[src/hw/rtl/jbt_pkg.sv]
// jbt_pkg: types, character codes and helper functions for the json byte tokenizer
// no dependencies; used by json_byte_tokenizer
`default_nettype none

package jbt_pkg;

  // width of the saturating string length counter
  localparam int LENGTH_BITS = 16;

  // word lengths, counted in bytes
  localparam logic [2:0] WORD_LEN_TRUE  = 3'd4;
  localparam logic [2:0] WORD_LEN_FALSE = 3'd5;

  // result queue depth
  localparam int QUEUE_DEPTH = 4;
  localparam int QUEUE_AW    = $clog2(QUEUE_DEPTH);

  // character codes
  localparam logic [7:0] CH_LBRACE    = 8'h7b;
  localparam logic [7:0] CH_RBRACE    = 8'h7d;
  localparam logic [7:0] CH_LBRACKET  = 8'h5b;
  localparam logic [7:0] CH_RBRACKET  = 8'h5d;
  localparam logic [7:0] CH_COMMA     = 8'h2c;
  localparam logic [7:0] CH_COLON     = 8'h3a;
  localparam logic [7:0] CH_TAB       = 8'h09;
  localparam logic [7:0] CH_LF        = 8'h0a;
  localparam logic [7:0] CH_FF        = 8'h0c;
  localparam logic [7:0] CH_BS        = 8'h08;
  localparam logic [7:0] CH_CR        = 8'h0d;
  localparam logic [7:0] CH_SPACE     = 8'h20;
  localparam logic [7:0] CH_BACKSLASH = 8'h5c;
  localparam logic [7:0] CH_QUOTE     = 8'h22;
  localparam logic [7:0] CH_MINUS     = 8'h2d;
  localparam logic [7:0] CH_POINT     = 8'h2e;
  localparam logic [7:0] CH_ZERO      = 8'h30;
  localparam logic [7:0] CH_NINE      = 8'h39;
  localparam logic [7:0] CH_A_LOW     = 8'h61;
  localparam logic [7:0] CH_Z_LOW     = 8'h7a;
  localparam logic [7:0] CH_T_LOW     = 8'h74;
  localparam logic [7:0] CH_F_LOW     = 8'h66;
  localparam logic [7:0] CH_N_LOW     = 8'h6e;
  localparam logic [7:0] CH_B_LOW     = 8'h62;
  localparam logic [7:0] CH_R_LOW     = 8'h72;
  localparam logic [7:0] CH_U_LOW     = 8'h75;
  localparam logic [7:0] CH_E_LOW     = 8'h65;
  localparam logic [7:0] CH_L_LOW     = 8'h6c;
  localparam logic [7:0] CH_S_LOW     = 8'h73;

  // lexer mode
  typedef enum logic [1:0] {
    MODE_IDLE   = 2'd0,
    MODE_STRING = 2'd1,
    MODE_NUMBER = 2'd2,
    MODE_WORD   = 2'd3
  } mode_t;

  // token kinds
  typedef enum logic [3:0] {
    K_LBRACE    = 4'd0,
    K_RBRACE    = 4'd1,
    K_LBRACKET  = 4'd2,
    K_RBRACKET  = 4'd3,
    K_COMMA     = 4'd4,
    K_COLON     = 4'd5,
    K_TAB       = 4'd6,
    K_LETTER    = 4'd7,
    K_BACKSLASH = 4'd8,
    K_STRBYTE   = 4'd9,
    K_STREND    = 4'd10,
    K_INT       = 4'd11,
    K_FLOAT     = 4'd12,
    K_BOOL      = 4'd13,
    K_INVALID   = 4'd14
  } kind_t;

  // one candidate token
  typedef struct packed {
    logic        vld;
    kind_t       kind;
    logic [31:0] value;
  } tok_t;

  // one queued result
  typedef struct packed {
    kind_t       kind;
    logic [31:0] value;
    logic        last;
  } ent_t;

  function automatic logic is_digit(input logic [7:0] b);
    return (b >= CH_ZERO) && (b <= CH_NINE);
  endfunction

  // single-byte token for a byte seen outside any string, number or word
  function automatic tok_t idle_token(input logic [7:0] b);
    tok_t t;
    t.vld   = 1'b1;
    t.kind  = K_LETTER;
    t.value = {24'd0, b};
    case (b)
      CH_LBRACE:    t.kind = K_LBRACE;
      CH_RBRACE:    t.kind = K_RBRACE;
      CH_LBRACKET:  t.kind = K_LBRACKET;
      CH_RBRACKET:  t.kind = K_RBRACKET;
      CH_COMMA:     t.kind = K_COMMA;
      CH_COLON:     t.kind = K_COLON;
      CH_TAB:       t.kind = K_TAB;
      CH_BACKSLASH: t.kind = K_BACKSLASH;
      CH_T_LOW,
      CH_F_LOW:     t.vld  = 1'b0;
      default: begin
        t.vld = (b >= CH_A_LOW) && (b <= CH_Z_LOW);
      end
    endcase
    return t;
  endfunction

  // byte that follows a backslash inside a string
  function automatic logic [7:0] unescape(input logic [7:0] b);
    logic [7:0] d;
    case (b)
      CH_N_LOW: d = CH_LF;
      CH_F_LOW: d = CH_FF;
      CH_B_LOW: d = CH_BS;
      CH_R_LOW: d = CH_CR;
      CH_T_LOW: d = CH_TAB;
      default:  d = b;
    endcase
    return d;
  endfunction

  // expected byte of true or false at a position
  function automatic logic [7:0] word_char(input logic wtrue, input logic [2:0] pos);
    logic [7:0] c;
    if (wtrue) begin
      case (pos)
        3'd0:    c = CH_T_LOW;
        3'd1:    c = CH_R_LOW;
        3'd2:    c = CH_U_LOW;
        default: c = CH_E_LOW;
      endcase
    end else begin
      case (pos)
        3'd0:    c = CH_F_LOW;
        3'd1:    c = CH_A_LOW;
        3'd2:    c = CH_L_LOW;
        3'd3:    c = CH_S_LOW;
        default: c = CH_E_LOW;
      endcase
    end
    return c;
  endfunction

endpackage

`default_nettype wire

[src/hw/rtl/json_byte_tokenizer.sv]
// json_byte_tokenizer: lexes json text one byte per transaction into tokens
// depends on jbt_pkg
`default_nettype none

// Usage
// in channel: in_valid/in_stall with in_end_of_text and in_text_byte; one
//   transaction per text byte, or one with in_end_of_text set to close any
//   open string, number or word and return to the start state.
// out channel: out_valid/out_stall with out_token_kind, out_token_value and
//   out_last_in_run; one token per transaction, out_last_in_run marks the
//   final token caused by an input byte.
// queueing: a token is registered in the result queue when its byte is accepted.
// throughput: one byte per cycle while each byte gives at most one token and the
//   receiver does not stall; the out channel moves one token a cycle, so a byte
//   that closes a number and also gives its own token sends two tokens. The
//   four-entry result queue raises in_stall while it holds three or more tokens.
// stall: when the receiver stalls, tokens wait in the queue and the input
//   side keeps taking bytes until the queue is nearly full.
// reset: rst_n low empties the queue and returns the lexer to its start state.
module json_byte_tokenizer (
  input  wire                 clk,
  input  wire                 rst_n,
  input  wire                 in_valid,
  output logic                in_stall,
  input  wire                 in_end_of_text,
  input  wire  [7:0]          in_text_byte,
  output logic                out_valid,
  input  wire                 out_stall,
  output logic [3:0]          out_token_kind,
  output logic signed [31:0]  out_token_value,
  output logic                out_last_in_run
);

  localparam int LB = jbt_pkg::LENGTH_BITS;
  localparam int QA = jbt_pkg::QUEUE_AW;
  localparam int QD = jbt_pkg::QUEUE_DEPTH;

  // lexer state
  jbt_pkg::mode_t   mode_r, mode_nxt;
  logic             esc_r, esc_nxt;
  logic [LB-1:0]    slen_r, slen_nxt;
  logic [2:0]       wpos_r, wpos_nxt;
  logic             wtrue_r, wtrue_nxt;
  logic             wmatch_r, wmatch_nxt;
  logic [31:0]      nmag_r, nmag_nxt;
  logic             nneg_r, nneg_nxt;
  logic             nstop_r, nstop_nxt;
  logic             nfirst_r, nfirst_nxt;
  logic             npoint_r, npoint_nxt;

  // result queue
  jbt_pkg::ent_t    q_r [QD];
  logic [QA-1:0]    hd_r, hd_nxt;
  logic [QA-1:0]    tl_r, tl_nxt;
  logic [QA:0]      cnt_r, cnt_nxt;

  logic             in_acc;
  logic             out_acc;
  logic [7:0]       b;
  logic             b_digit;
  logic             b_numch;
  logic [7:0]       wexp;
  logic [2:0]       wlen;
  logic [2:0]       wpos_inc;
  logic             word_done;
  logic             slen_full;
  logic [LB-1:0]    slen_inc;
  logic [31:0]      slen_ext;
  logic [31:0]      mag_x10;

  jbt_pkg::tok_t    tok0, tok1;
  jbt_pkg::tok_t    close_tok;
  jbt_pkg::ent_t    ent0, ent1;
  logic [1:0]       push_n;

  assign in_acc  = in_valid && !in_stall;
  assign out_acc = out_valid && !out_stall;
  assign b       = in_text_byte;
  assign b_digit = jbt_pkg::is_digit(b);
  assign b_numch = b_digit || (b == jbt_pkg::CH_MINUS) || (b == jbt_pkg::CH_POINT);

  // word matching helpers
  assign wexp      = jbt_pkg::word_char(wtrue_r, wpos_r);
  assign wlen      = wtrue_r ? jbt_pkg::WORD_LEN_TRUE : jbt_pkg::WORD_LEN_FALSE;
  assign wpos_inc  = wpos_r + 3'd1;
  assign word_done = (wpos_inc >= wlen);

  // saturating string length
  assign slen_full = (slen_r == {LB{1'b1}});
  assign slen_inc  = slen_full ? slen_r : slen_r + {{(LB-1){1'b0}}, 1'b1};
  assign slen_ext  = {{(32-LB){1'b0}}, slen_r};

  // magnitude times ten by shift and add
  assign mag_x10 = {nmag_r[28:0], 3'b000} + {nmag_r[30:0], 1'b0};

  // token for a number that is being closed
  always_comb begin
    close_tok.vld = 1'b1;
    if (npoint_r) begin
      close_tok.kind  = jbt_pkg::K_FLOAT;
      close_tok.value = 32'd0;
    end else begin
      close_tok.kind  = jbt_pkg::K_INT;
      close_tok.value = nneg_r ? (32'd0 - nmag_r) : nmag_r;
    end
  end

  // next lexer state
  always_comb begin
    mode_nxt   = mode_r;
    esc_nxt    = esc_r;
    slen_nxt   = slen_r;
    wpos_nxt   = wpos_r;
    wtrue_nxt  = wtrue_r;
    wmatch_nxt = wmatch_r;
    nmag_nxt   = nmag_r;
    nneg_nxt   = nneg_r;
    nstop_nxt  = nstop_r;
    nfirst_nxt = nfirst_r;
    npoint_nxt = npoint_r;
    if (in_end_of_text) begin
      mode_nxt   = jbt_pkg::MODE_IDLE;
      esc_nxt    = 1'b0;
      slen_nxt   = '0;
      wpos_nxt   = 3'd0;
      wtrue_nxt  = 1'b0;
      wmatch_nxt = 1'b1;
      nmag_nxt   = 32'd0;
      nneg_nxt   = 1'b0;
      nstop_nxt  = 1'b0;
      nfirst_nxt = 1'b1;
      npoint_nxt = 1'b0;
    end else begin
      case (mode_r)
        jbt_pkg::MODE_STRING: begin
          if (esc_r) begin
            esc_nxt  = 1'b0;
            slen_nxt = slen_inc;
          end else if (b == jbt_pkg::CH_BACKSLASH) begin
            esc_nxt = 1'b1;
          end else if (b == jbt_pkg::CH_QUOTE) begin
            mode_nxt = jbt_pkg::MODE_IDLE;
            slen_nxt = '0;
          end else begin
            slen_nxt = slen_inc;
          end
        end
        jbt_pkg::MODE_WORD: begin
          if (word_done) begin
            mode_nxt   = jbt_pkg::MODE_IDLE;
            wpos_nxt   = 3'd0;
            wtrue_nxt  = 1'b0;
            wmatch_nxt = 1'b1;
          end else begin
            wpos_nxt   = wpos_inc;
            wmatch_nxt = wmatch_r && (b == wexp);
          end
        end
        jbt_pkg::MODE_NUMBER: begin
          if (b_numch) begin
            if (b_digit) begin
              if (!nstop_r) nmag_nxt = mag_x10 + {28'd0, b[3:0]};
            end else if (b == jbt_pkg::CH_MINUS) begin
              if (nfirst_r) nneg_nxt = 1'b1;
              else          nstop_nxt = 1'b1;
            end else begin
              npoint_nxt = 1'b1;
              nstop_nxt  = 1'b1;
            end
            nfirst_nxt = 1'b0;
          end else begin
            // number closes; the byte then starts from a clean state
            mode_nxt   = jbt_pkg::MODE_IDLE;
            nmag_nxt   = 32'd0;
            nneg_nxt   = 1'b0;
            nstop_nxt  = 1'b0;
            nfirst_nxt = 1'b1;
            npoint_nxt = 1'b0;
            if (b == jbt_pkg::CH_QUOTE) begin
              mode_nxt = jbt_pkg::MODE_STRING;
            end else if ((b == jbt_pkg::CH_T_LOW) || (b == jbt_pkg::CH_F_LOW)) begin
              mode_nxt   = jbt_pkg::MODE_WORD;
              wtrue_nxt  = (b == jbt_pkg::CH_T_LOW);
              wpos_nxt   = 3'd1;
              wmatch_nxt = 1'b1;
            end
          end
        end
        default: begin
          // idle: only start bytes change state
          if (b == jbt_pkg::CH_QUOTE) begin
            mode_nxt = jbt_pkg::MODE_STRING;
          end else if ((b == jbt_pkg::CH_T_LOW) || (b == jbt_pkg::CH_F_LOW)) begin
            mode_nxt   = jbt_pkg::MODE_WORD;
            wtrue_nxt  = (b == jbt_pkg::CH_T_LOW);
            wpos_nxt   = 3'd1;
            wmatch_nxt = 1'b1;
          end else if (b_digit || (b == jbt_pkg::CH_MINUS)) begin
            mode_nxt   = jbt_pkg::MODE_NUMBER;
            nfirst_nxt = 1'b0;
            nneg_nxt   = (b == jbt_pkg::CH_MINUS);
            nmag_nxt   = b_digit ? {28'd0, b[3:0]} : 32'd0;
          end
        end
      endcase
    end
  end

  // tokens caused by the current byte
  always_comb begin
    tok0 = '0;
    tok1 = '0;
    if (in_end_of_text) begin
      case (mode_r)
        jbt_pkg::MODE_STRING: begin
          tok0 = '{1'b1, jbt_pkg::K_STREND, slen_ext};
        end
        jbt_pkg::MODE_NUMBER: begin
          tok0 = close_tok;
        end
        jbt_pkg::MODE_WORD: begin
          tok0 = '{1'b1, jbt_pkg::K_INVALID, 32'd0};
        end
        default: begin
          tok0 = '0;
        end
      endcase
    end else begin
      case (mode_r)
        jbt_pkg::MODE_STRING: begin
          if (esc_r) begin
            tok0 = '{1'b1, jbt_pkg::K_STRBYTE, {24'd0, jbt_pkg::unescape(b)}};
          end else if (b == jbt_pkg::CH_QUOTE) begin
            tok0 = '{1'b1, jbt_pkg::K_STREND, slen_ext};
          end else if (b != jbt_pkg::CH_BACKSLASH) begin
            tok0 = '{1'b1, jbt_pkg::K_STRBYTE, {24'd0, b}};
          end
        end
        jbt_pkg::MODE_WORD: begin
          if (word_done) begin
            if (wmatch_r && (b == wexp)) begin
              tok0 = '{1'b1, jbt_pkg::K_BOOL, {31'd0, wtrue_r}};
            end else begin
              tok0 = '{1'b1, jbt_pkg::K_INVALID, 32'd0};
            end
          end
        end
        jbt_pkg::MODE_NUMBER: begin
          if (!b_numch) begin
            tok0 = close_tok;
            tok1 = jbt_pkg::idle_token(b);
          end
        end
        default: begin
          tok0 = jbt_pkg::idle_token(b);
        end
      endcase
    end
  end

  // queue entries and push count
  always_comb begin
    ent0.kind  = tok0.kind;
    ent0.value = tok0.value;
    ent0.last  = !tok1.vld;
    ent1.kind  = tok1.kind;
    ent1.value = tok1.value;
    ent1.last  = 1'b1;
    push_n     = in_acc ? ({1'b0, tok0.vld} + {1'b0, tok1.vld}) : 2'd0;
  end

  // queue pointers
  always_comb begin
    tl_nxt  = tl_r + QA'(push_n);
    hd_nxt  = out_acc ? hd_r + {{(QA-1){1'b0}}, 1'b1} : hd_r;
    cnt_nxt = cnt_r + (QA+1)'(push_n) - (QA+1)'(out_acc);
  end

  // state registers
  always_ff @(posedge clk) begin
    if (!rst_n) begin
      mode_r   <= jbt_pkg::MODE_IDLE;
      esc_r    <= 1'b0;
      slen_r   <= '0;
      wpos_r   <= 3'd0;
      wtrue_r  <= 1'b0;
      wmatch_r <= 1'b1;
      nmag_r   <= 32'd0;
      nneg_r   <= 1'b0;
      nstop_r  <= 1'b0;
      nfirst_r <= 1'b1;
      npoint_r <= 1'b0;
      hd_r     <= '0;
      tl_r     <= '0;
      cnt_r    <= '0;
    end else begin
      if (in_acc) begin
        mode_r   <= mode_nxt;
        esc_r    <= esc_nxt;
        slen_r   <= slen_nxt;
        wpos_r   <= wpos_nxt;
        wtrue_r  <= wtrue_nxt;
        wmatch_r <= wmatch_nxt;
        nmag_r   <= nmag_nxt;
        nneg_r   <= nneg_nxt;
        nstop_r  <= nstop_nxt;
        nfirst_r <= nfirst_nxt;
        npoint_r <= npoint_nxt;
      end
      hd_r  <= hd_nxt;
      tl_r  <= tl_nxt;
      cnt_r <= cnt_nxt;
    end
  end

  // queue storage
  always_ff @(posedge clk) begin
    if (in_acc && tok0.vld) q_r[tl_r] <= ent0;
    if (in_acc && tok1.vld) q_r[tl_r + {{(QA-1){1'b0}}, 1'b1}] <= ent1;
  end

  // ports
  assign in_stall        = (cnt_r > (QA+1)'(QD - 2));
  assign out_valid       = (cnt_r != '0);
  assign out_token_kind  = q_r[hd_r].kind;
  assign out_token_value = q_r[hd_r].value;
  assign out_last_in_run = q_r[hd_r].last;

endmodule

`default_nettype wire

[config.mk]
export PLATFORM = sky130hd
export DESIGN_NAME = json_byte_tokenizer
export DESIGN_NICKNAME = d
export VERILOG_FILES = /design/src/hw/rtl/jbt_pkg.sv /design/src/hw/rtl/json_byte_tokenizer.sv
export SDC_FILE = /design/constraint.sdc
export NUM_CORES = 1
export LEC_CHECK = 0
export BUFFER_PORTS_ARGS = -buffer_cell sky130_fd_sc_hd__buf_2
export CORE_MARGIN = 2
export CORE_UTILIZATION = 39
export CTS_CLUSTER_DIAMETER = 30
export DETAILED_ROUTE_END_ITERATION = 7
export GPL_ROUTABILITY_DRIVEN = 1
export PLACE_DENSITY = 0.56
export REMOVE_ABC_BUFFERS = 1
export SYNTH_ARGS = -nofsm -noshare
export SYNTH_HDL_FRONTEND = slang
export SYNTH_SLANG_ARGS = --single-unit
[constraint.sdc]
create_clock -name clk -period 3.5 [get_ports clk]
set_clock_uncertainty 0.1 [all_clocks]
set_input_delay 0.7 -clock clk [delete_from_list [all_inputs] [get_ports clk]]
set_output_delay 0.7 -clock clk [all_outputs]
set_load 0.005 [all_outputs]
# [Word-level counts from Yosys, hierarchy flattened]
# Memory sizes are Yosys's and may differ from the RTL's. A register that Yosys moved wholly into a read port is not among the register bits.
# Index checks and enable logic that the tools add are counted.
[op_classes] add_sub_neg=11 magnitude_cmp=6 n_eq_ne=43 mux=103 reduce_logical=32
[op_table] op="2-to-1 mux 37 bit" n=9
[op_table] op="2-to-1 mux 32 bit" n=8
[op_table] op="case mux 37 bit (3 select lines)" n=2
[op_table] op="2-to-1 mux 16 bit" n=6
[op_table] op="== test 8 x 7 -> 1 bit, second input constant" n=10
[op_table] op="case mux 32 bit (2 select lines)" n=1
[op_table] op="2-to-1 mux 1 bit" n=43
[op_table] op="== test 8 x 6 -> 1 bit, second input constant" n=5
[op_table] op="case mux 8 bit (5 select lines)" n=1
[op_table] op="2-to-1 mux 35 bit" n=1
[op_table] op="2-to-1 mux 34 bit" n=1
[op_table] op="adder 32 bit" n=1
[op_table] op="adder 32 x 4 -> 32 bit" n=1
[op_table] op="case mux 4 bit (8 select lines)" n=1
[op_table] op="subtractor 1 x 32 -> 32 bit, first input constant" n=1
[op_table] op="2-to-1 mux 2 bit" n=14
[op_table] op="inequality test 3 bit, second input constant" n=8
[op_table] op="inequality test 4 bit, second input constant" n=6
[op_table] op="case mux 5 bit (4 select lines)" n=1
[op_table] op="adder 16 x 1 -> 16 bit, second input constant" n=1
[op_table] op="== test 16 bit, second input constant" n=1
[op_table] op="2-to-1 mux 3 bit" n=5
[op_table] op="case mux 5 bit (3 select lines)" n=1
[op_table] op="AND reduction 7 bit" n=2
[op_table] op="other kinds (42)" n=65
[word_totals] regBits=67 mem_bits_rw=148 in_bits=13 out_inout_bits=39 mem_count=1
[mem_list] name="q_r" depth=4 width=37 rd=1 rd_ports_with_merged_regs=1 wr=2 line="json_byte_tokenizer.sv:52" source="jbt_pkg::ent_t q_r [QD];"

# [Logic depth before layout (Yosys ltp)]
# Gate-level depths: netlist of the first run.
[depth] ltp_word=13 depth_mapped=17

# [Worst setup path after synthesis of the first run]
# Ideal clock, no wire load.
[synth_path] path_kind="input -> register" startpoint="input port in_text_byte[6]" endpoint="register cnt_r[2]" setup_ps=115 arrival_ps=3353 required_time_ps=3285 path_slack_ps=-68 path_stages=16 cell_sequence="clkbuf_1 > nor4_2 > nor4b_2 > a41oi_2 > a31oi_4 > o21a_1 > ha_1 > nand2_1 > ha_1 > inv_1 > ha_1 > inv_1 > fa_1 > xor2_1 > xnor2_1 > and2_1"
[synth_via] elab_chain_len=11 word_cells_on_any_way=38 cone_classes="add/sub: 3; order compare: 4; eq/ne: 14; mux: 11; reduce/logical: 6"
[synth_lines] element="from (decl)" line="json_byte_tokenizer.sv:26" source="input wire [7:0] in_text_byte,"
[synth_lines] element=">= comparator 8 x 6 -> 1 bit / <= comparator 8 x 6 -> 1 bit (equally long branches)" line="jbt_pkg.sv:91" source="return (b >= CH_ZERO) && (b <= CH_NINE);"
[synth_lines] element="logical AND 1 bit" line="jbt_pkg.sv:91"
[synth_lines] element="logical OR 1 bit (2 in a row)" line="json_byte_tokenizer.sv:80" source="assign b_numch = b_digit || (b == jbt_pkg::CH_MINUS) || (b == jbt_pkg::CH_POINT);"
[synth_lines] element="2-to-1 mux 37 bit" line="json_byte_tokenizer.sv:249" source="if (!b_numch) begin"
[synth_lines] element="case mux 37 bit (3 select lines) / 2-to-1 mux 37 bit (equally long branches)" line="json_byte_tokenizer.sv:229" source="case (mode_r)"
[synth_lines] element="2-to-1 mux 37 bit" line="json_byte_tokenizer.sv:213" source="if (in_end_of_text) begin"
[synth_lines] element="adder 1 x 1 -> 2 bit *" line="json_byte_tokenizer.sv:269" source="push_n = in_acc ? ({1'b0, tok0.vld} + {1'b0, tok1.vld}) : 2'd0;"
[synth_lines] element="2-to-1 mux 2 bit *" line="json_byte_tokenizer.sv:269"
[synth_lines] element="adder 3 x 2 -> 3 bit *" line="json_byte_tokenizer.sv:276" source="cnt_nxt = cnt_r + (QA+1)'(push_n) - (QA+1)'(out_acc);"
[synth_lines] element="subtractor 3 x 1 -> 3 bit *" line="json_byte_tokenizer.sv:276"
[synth_lines] element="to (signal assigned)" line="json_byte_tokenizer.sv:312" source="cnt_r <= cnt_nxt;"
[synth_lines] element="to (decl)" line="json_byte_tokenizer.sv:55" source="logic [QA:0] cnt_r, cnt_nxt;"
# Every way passes the cells marked *; elsewhere a longest branch is shown, timed or not.
# A chain may end at the register's enable or synchronous reset.

# [Worst setup path after layout of the first run]
[layout_path] startpoint="register wpos_r[0]" endpoint="register cnt_r[2]"
[layout_via] elab_chain_len=9
[layout_lines] element="from (decl)" line="json_byte_tokenizer.sv:42" source="logic [2:0] wpos_r, wpos_nxt;"
[layout_lines] element="from (signal assigned)" line="json_byte_tokenizer.sv:301" source="wpos_r <= wpos_nxt;"
[layout_lines] element="adder 3 x 1 -> 3 bit" line="json_byte_tokenizer.sv:85" source="assign wpos_inc = wpos_r + 3'd1;"
[layout_lines] element=">= comparator 3 bit" line="json_byte_tokenizer.sv:86" source="assign word_done = (wpos_inc >= wlen);"
[layout_lines] element="2-to-1 mux 37 bit" line="json_byte_tokenizer.sv:240" source="if (word_done) begin"
[layout_lines] element="case mux 37 bit (3 select lines)" line="json_byte_tokenizer.sv:229"
[layout_lines] element="2-to-1 mux 37 bit" line="json_byte_tokenizer.sv:213"
[layout_lines] element="adder 1 x 1 -> 2 bit" line="json_byte_tokenizer.sv:269"
[layout_lines] element="2-to-1 mux 2 bit" line="json_byte_tokenizer.sv:269"
[layout_lines] element="adder 3 x 2 -> 3 bit" line="json_byte_tokenizer.sv:276"
[layout_lines] element="subtractor 3 x 1 -> 3 bit" line="json_byte_tokenizer.sv:276"
# No other way between the ends.

==> impl_metrics.csv, run 1 <==
group,metric,value,unit
cells_and_area,drive_gt1_share,22.4,%
timing,worstMarginPinSlew,1.18,ns
clock_network,tritoncts_num_sinks,217,
power_and_ir_drop,power.density,525,nW/um2
cells_and_area,nets,1587,
placed_design,dp_hpwl,26800,um
synth,ys_warn_count,0,
timing,drv_slew,0,
clock_network,cts_tree,"yes",
placed_design,dpl_cell_area,14500,um2
floorplan,die-area,35100,um2
global_route,grt_pass1_wl,61900,um
synth,synth_cell_types,88,
worst_setup_path,criticalPathCategory,"register to register",
clock_network,clk_path_buf_depth,3,
synth,syn-cell-area,13100,um2
status,status,"finished clean",
timing,setup_viol,0,
floorplan,coreArea,33400,um2
cells_and_area,final_area,16300,um2
power_and_ir_drop,p_leak,6.44,nW
routing,drtPass1Iterations,6,
timing,rsz0062_at_grt,"false",
routing,wl_per_cell,19.1,um
power_and_ir_drop,max-vdd-ir-drop,391,uV
global_route,grt_usage,21.6,%
worst_setup_path,startpoint_type,"register",
routing,wirelength,37900,um
placed_design,io_buffers,51,
clock_network,cts_resized,0,
synth,ys_seq_elements,217,
timing,finalHoldViolations,0,
clock_network,cts-root-buf,"clkbuf_16",
worst_setup_path,cp.arrival,3.63,ns
timing,slew_headroom,20.4,%
global_route,grt_pass1_vias,11400,
synth,async_flop_share,0,%
global_route,antenna_found_initial,0,
timing,fin_tns_setup,0,ns
cells_and_area,diodes,0,
worst_setup_path,crit_path_end_kind,"register",
floorplan,die_h,187,um
run,maxCapViolCount,0,
routing,postRouteAntennaNets,0,
timing,max_freq,303,MHz
clock_network,htreeDepth,2,
floorplan,io-pin-count,52,
floorplan,start_util,39.3,%
worst_setup_path,r2r_slack,0.20,ns
clock_network,cts_hold_buf,0,
clock_network,clk_latency,0.56,ns
routing,drc_errors,0,
timing,finalCritPeriodShare,94.3,%
timing,post-route-min-period,3.30,ns
routing,vias,11400,
floorplan,die_x,187,um
global_route,grt.overflow.total,0,
routing,viasPerCell,5.72,
cells_and_area,syn2layout_area_growth,24.0,%
clock_network,post-cts-setup-buffers,0,
worst_setup_path,cp_max_fo,4,
global_route,grt_max_degree,39,
placed_design,gp_congestion,0.880,
synth,syn_avg_cell_area,9.66,um2
synth,synth_edf_count,48,
worst_hold_path,hold_path_class,"register to register",
clock_network,path_clk_slew,0.04,ns
synth,ys_seq_area_share,36.8,%
clock_network,numCtsBuffers,47,
worst_setup_path,worstPathRequired,3.83,ns
synth,synthCells,1359,
floorplan,row_count,67,
routing,drt_iter0_drc,1001,
synth,synth_flop_cell,"dfxtp_1",
## where the power goes
| part | switching, W | total, W | internal (W) |
|---|---|---|---|
| clock network | 0.00158 | 0.00477 | 0.00319 |
| registers | 0.0000779 | 0.00270 | 0.00262 |
| logic | 0.000585 | 0.00108 | 0.000498 |
## layer usage
layer	global-route usage, %	vias to the layer above	part of all wire, %
li1	-	5480	-
met1	30.8	5503	48
met2	33.6	303	45
met3	3.25	70	4.5
met4	7.00	0	2.5
met5	0	-	0
## kinds of logic (layout without fill, tap and decap cells)
| kind of cell | after synthesis | count (layout) | synth area share (%) |
|---|---|---|---|
| adder cells (fa/ha/maj) | 74 | 74 | 7.23 |
| AND/OR/NAND/NOR | 412 | 412 | 16.4 |
| flip-flops | 217 | 217 | 36.8 |
| XOR/XNOR | 77 | 77 | 5.14 |
| buffers and inverters | 116 | 295 | 3.89 |
| AO/OA/AOI/OAI | 419 | 419 | 23.6 |
| multiplexers | 44 | 44 | 6.88 |
## per-stage QoR
stage / instances / total power (W) / util (%) / hold WS (ns) / worst slack [ns]
after floorplan: 1275 / 0.00337 / - / 0.326 / -0.376
after global placement: 1899 / 0.00384 / 43.5 / 0.337 / -0.298
after detailed placement: 1899 / 0.00384 / 43.5 / 0.340 / -0.306
after CTS: 1986 / 0.00863 / 48.7 / 0.348 / 0.0553
after global routing: 1986 / 0.00886 / 48.8 / 0.360 / 0.0126
final: 1986 / 0.00855 / 48.8 / 0.354 / 0.199
## path summary, 6_finish.rpt
path                          startpoint                    to  cells after the start
setup / recovery  wpos_r[0]$_SDFFE_PN0P_   cnt_r[2]$_SDFF_PN0_                     17
hold / removal      nstop_r$_SDFFE_PN0P_  nstop_r$_SDFFE_PN0P_                      2
hold reg to reg     nstop_r$_SDFFE_PN0P_  nstop_r$_SDFFE_PN0P_                      2
setup reg to reg  wpos_r[0]$_SDFFE_PN0P_   cnt_r[2]$_SDFF_PN0_                     17
## critical path: stages (launching register included)
cell and delay, ns:
dfxtp_1 0.39, inv_1 0.08, ha_1 0.32, nor3b_2 0.26, nor3_2 0.10, nor2_2 0.14, o21ai_2 0.08, o21a_1 0.10
ha_1 0.26, nand2_1 0.07, ha_1 0.27, inv_1 0.06, ha_1 0.13, inv_1 0.04, fa_1 0.36, xor2_1 0.16
xnor2_1 0.12, and2_1 0.15
## final cells by class
class	count	area, um2
Clock buffer	53	1270
Timing Repair Buffer	176	1220
Fill cell	3108	17100
Sequential cell	217	4830
Clock inverter	34	468
Tap cell	448	561
Multi-Input combinational cell	1026	7810
Inverter	32	120
## cells in the final DEF (no fill, tap or decap), types with 48 or more instances in the layout
cell type and n:
dfxtp_1 167, buf_4 123, nand2_1 96, a22o_1 93, nor2_1 84, ha_1 71, o21ai_0 67, a21oi_1 60
nand3_1 60, xor2_1 51, buf_2 51, clkbuf_16 49, edfxtp_1 48
## synthesized netlist by cell type, drive strengths merged, types with 6 or more instances
master / count / area share (%)
dfxtp: 169 / 26
nand2: 97 / 2.8
nor2: 97 / 3.4
a22o: 93 / 6.2
ha: 71 / 6.8
o21ai: 71 / 2.7
a21oi: 60 / 2.3
nand3: 60 / 2.3
xor2: 51 / 3.4
edfxtp: 48 / 11
clkbuf: 43 / 1.2
buf: 41 / 1.7
mux4: 37 / 6.4
o22ai: 34 / 1.6
inv: 32 / 0.92
nor3: 26 / 1.2
xnor2: 26 / 1.7
nor2b: 25 / 1.2
a32o: 21 / 1.6
nand2b: 21 / 1.0
a21boi: 20 / 1.1
and2: 18 / 0.86
nand4: 16 / 0.76
and3: 14 / 0.67
o21a: 14 / 0.80
o31ai: 14 / 0.80
a211oi: 11 / 0.63
a21o: 10 / 0.57
o41ai: 9 / 0.72
a41oi: 8 / 0.59
a31oi: 7 / 0.45
mux2i: 7 / 0.53
nor3b: 6 / 0.34
nor4: 6 / 0.33
or3: 6 / 0.29
## sequential cells by signal, summed over array words and instances, names as in the netlist, named ones only
name      count
esc_r         1
nmag_r       32
nneg_r        1
nstop_r       1
wmatch_r      1
slen_r       16
tl_r          2
nfirst_r      1
cnt_r         3
wpos_r        3
q_r         148
hd_r          2
wtrue_r       1
mode_r        2
npoint_r      1
Power figures use the tool's default switching activity.
==> inputs of run 2 (changes only) <==
--- a/config.mk
+++ b/config.mk
@@ -5,13 +5,14 @@
 export SDC_FILE = /design/constraint.sdc
 export NUM_CORES = 1
 export LEC_CHECK = 0
-export BUFFER_PORTS_ARGS = -buffer_cell sky130_fd_sc_hd__buf_2
+export BUFFER_PORTS_ARGS = -buffer_cell sky130_fd_sc_hd__buf_4
+export CAP_MARGIN = 0
 export CORE_MARGIN = 2
 export CORE_UTILIZATION = 39
 export CTS_CLUSTER_DIAMETER = 30
 export DETAILED_ROUTE_END_ITERATION = 7
 export GPL_ROUTABILITY_DRIVEN = 1
-export PLACE_DENSITY = 0.56
+export PLACE_DENSITY = 0.59
 export REMOVE_ABC_BUFFERS = 1
 export SYNTH_ARGS = -nofsm -noshare
 export SYNTH_HDL_FRONTEND = slang
==> run 2 against run 1 <==
  * Register-to-register slack got worse by 0.03 ns
  * Utilization increased by 0.55 points
  * Global-route usage decreased by 0.30 points
  * Highest routed layer unchanged
==> impl_metrics.csv, run 2 (synthesis results as in run 1) <==
group,metric,value,unit
run,maxCapViolCount,0,
global_route,grt_util_met1,29.4,%
worst_setup_path,worstPathRequired,3.83,ns
routing,drt_iter0_drc,921,
routing,wirelength,37900,um
global_route,grt.overflow.total,0,
worst_hold_path,hold_path_class,"register to register",
cells_and_area,syn2layout_area_growth,25.4,%
cells_and_area,largest-register,"q_r",
worst_setup_path,crit_path_end_kind,"register",
worst_hold_path,hold_end,"nstop_r$_SDFFE_PN0P_",
clock_network,cts-root-buf,"clkbuf_16",
worst_setup_path,cp.arrival,3.66,ns
global_route,grt.busiest_layer,"met2",
timing,worstMarginPinSlew,1.21,ns
timing,post-route-min-period,3.33,ns
worst_setup_path,cp_slowest_cell,"fa_1",
global_route,antenna_found_initial,0,
clock_network,htreeDepth,2,
worst_setup_path,crit_chain,"buf_4, ha_1, nor3b_2, nor3_2, nor2_2, o21ai_2, o21a_1, ha_1, nand2_1, ha_1, inv_1, ha_1, inv_1, fa_1, xor2_1, xnor2_1, and2_1",
clock_network,tritoncts_num_sinks,217,
worst_setup_path,r2r-start,"wpos_r[0]$_SDFFE_PN0P_",
timing,finalHoldViolations,0,
timing,setup_viol,0,
status,status,"finished clean",
timing,max_freq,300,MHz
cells_and_area,mostFrequentLayoutCell,"buf_4",
floorplan,die_x,187,um
power_and_ir_drop,swShare,25.6,%
worst_setup_path,r2r-end,"cnt_r[2]$_SDFF_PN0_",
timing,fin_tns_setup,0,ns
worst_setup_path,path_buf_inv,3,
cells_and_area,seq_area,4830,um2
floorplan,row_count,67,
cells_and_area,diodes,0,
floorplan,start_util,39.3,%
clock_network,cts_hold_buf,0,
power_and_ir_drop,power_switching,0.00215,W
worst_setup_path,startpoint_type,"register",
cells_and_area,drive_gt1_share,22.5,%
cells_and_area,final_cell_mix,"buf_4 (178), dfxtp_1 (167), nand2_1 (96), a22o_1 (93), nor2_1 (84)",
global_route,grt_max_degree,38,
worst_hold_path,worstHoldPathCells,2,
timing,slew_headroom,18.4,%
cells_and_area,reg_top3,"q_r (148), nmag_r (32), slen_r (16)",
floorplan,io-pin-count,52,
floorplan,coreArea,33400,um2
worst_setup_path,cpPeakStageDelay,0.37,ns
routing,viasPerCell,5.72,
worst_setup_path,crit_cells,17,
global_route,grt_pass1_vias,11300,
cells_and_area,fill_cells,3154,
clock_network,numCtsBuffers,46,
floorplan,die-area,35100,um2
placed_design,dp_hpwl,27200,um
floorplan,die_h,187,um
global_route,use_met2,34.8,%
placed_design,io_buffers,51,
power_and_ir_drop,power_frac_seq,31.9,%
timing,rsz0062_at_grt,"false",
power_and_ir_drop,combPwrFrac,13.3,%
worst_setup_path,criticalPathCategory,"register to register",
timing,drv_slew,0,
power_and_ir_drop,power.density,511,nW/um2
power_and_ir_drop,p_leak,6.51,nW
power_and_ir_drop,power.total,0.00842,W
worst_setup_path,rr_worst_depth,17,
power_and_ir_drop,pwr-share-clk,54.7,%
routing,drtPass1Iterations,5,
worst_setup_path,cp_top_family,"adder cells",
worst_setup_path,r2r_slack,0.17,ns
clock_network,clk_path_buf_depth,3,
routing,wl_per_cell,19.0,um
worst_setup_path,cp_max_fo,4,
cells_and_area,nets,1595,
clock_network,cts_tree,"yes",
worst_setup_path,cp_common_cell,"ha_1",
routing,vias,11400,
placed_design,gp_congestion,0.913,
worst_hold_path,hold_start,"nstop_r$_SDFFE_PN0P_",
clock_network,path_clk_slew,0.04,ns
routing,drc_errors,0,
power_and_ir_drop,internal_power,0.00627,W
clock_network,clk_latency,0.56,ns
cells_and_area,largest_reg_flops,148,
global_route,grt_pass1_wl,61000,um
global_route,met3_usage,2.85,%
routing,postRouteAntennaNets,0,
power_and_ir_drop,max-vdd-ir-drop,426,uV
timing,finalCritPeriodShare,95.2,%
cells_and_area,multi_input_area,7810,um2
global_route,grt_usage,21.3,%
[run 2: changes by cell type in the layout (fill, tap and decap cells not counted)]
cell | previous run | this run
buf_4 | 123 | 178
clkinv_2 | 2 | 6
o21ai_1 | 2 | 3
o21ai_2 | 2 | 1
buf_2 | 51 | 0
clkinvlp_4 | 7 | 4
inv_6 | 5 | 3
clkbuf_1 | 1 | 4
clkbuf_16 | 49 | 46
inv_8 | 3 | 1
clkbuf_8 | 3 | 8
inv_4 | 1 | 0
clkinv_4 | 7 | 4
buf_12 | 2 | 7
[run 2: stage by stage]
| stage | hold slack, ns | setup WS, ns | util [%] | instance area, um2 | cells |
|---|---|---|---|---|---|
| global placement | 0.334 | -0.232 | 44.3 | 14800 | 1907 |
| floorplan | 0.326 | -0.376 | - | 12700 | 1275 |
| detailed placement | 0.342 | -0.269 | 44.3 | 14800 | 1907 |
| CTS | 0.348 | 0.0533 | 49.3 | 16500 | 1993 |
| finish | 0.351 | 0.167 | 49.3 | 16500 | 1993 |
| global route | 0.362 | 0.00727 | 49.3 | 16500 | 1993 |
[run 2: worst max-delay path by stage]
stage                                 start                       to  slack (ns)
global placement            in_text_byte[7]      cnt_r[2]$_SDFF_PN0_       -0.23
detailed placement          in_text_byte[4]      cnt_r[2]$_SDFF_PN0_       -0.27
global route        nmag_r[10]$_SDFFE_PN0P_  nmag_r[29]$_SDFFE_PN0P_       0.007
CTS                  wpos_r[0]$_SDFFE_PN0P_      cnt_r[2]$_SDFF_PN0_        0.05
floorplan                   in_text_byte[7]      cnt_r[2]$_SDFF_PN0_       -0.38
finish               wpos_r[0]$_SDFFE_PN0P_      cnt_r[2]$_SDFF_PN0_        0.17
[run 2: cell type report]
cell class / count / area share (%)
multi-input combinational: 1026 / 47.4
sequential: 217 / 29.3
inverter: 32 / 0.730
tap: 448 / 3.41
timing repair buffer: 185 / 8.97
clock buffer: 58 / 7.75
clock inverter: 27 / 2.39
[run 2: timing repair]
| item | in CTS | in global routing |
|---|---|---|
| pin swaps | 1 | 2 |
| endpoints found under the setup margin | 1 | 1 |
| gates resized for setup | 1 | 2 |
| setup buffers | 1 | 0 |
[run 2: worst min-delay path, cell delays in order (launching register included)]
cell and delay, ns:
dfxtp_1 0.30, inv_1 0.05, a21oi_1 0.05
[run 2: power groups by stage]
stage          clock, W  sequential (W)  combinational, W
5_1_grt         0.00478         0.00270           0.00122
2_1_floorplan         0         0.00281          0.000563
4_1_cts         0.00466         0.00269           0.00113
3_3_place_gp          0         0.00273           0.00112
6_report        0.00461         0.00269           0.00112
3_5_place_dp          0         0.00274           0.00113
[run 2: layer usage]
metal / wire (um) / vias up / part of all wire [%]
met5: 0 / - / 0
met4: 754 / 0 / 2.0
met3: 1940 / 54 / 5.1
met2: 17900 / 328 / 47
met1: 17400 / 5533 / 46
li1: - / 5492 / -
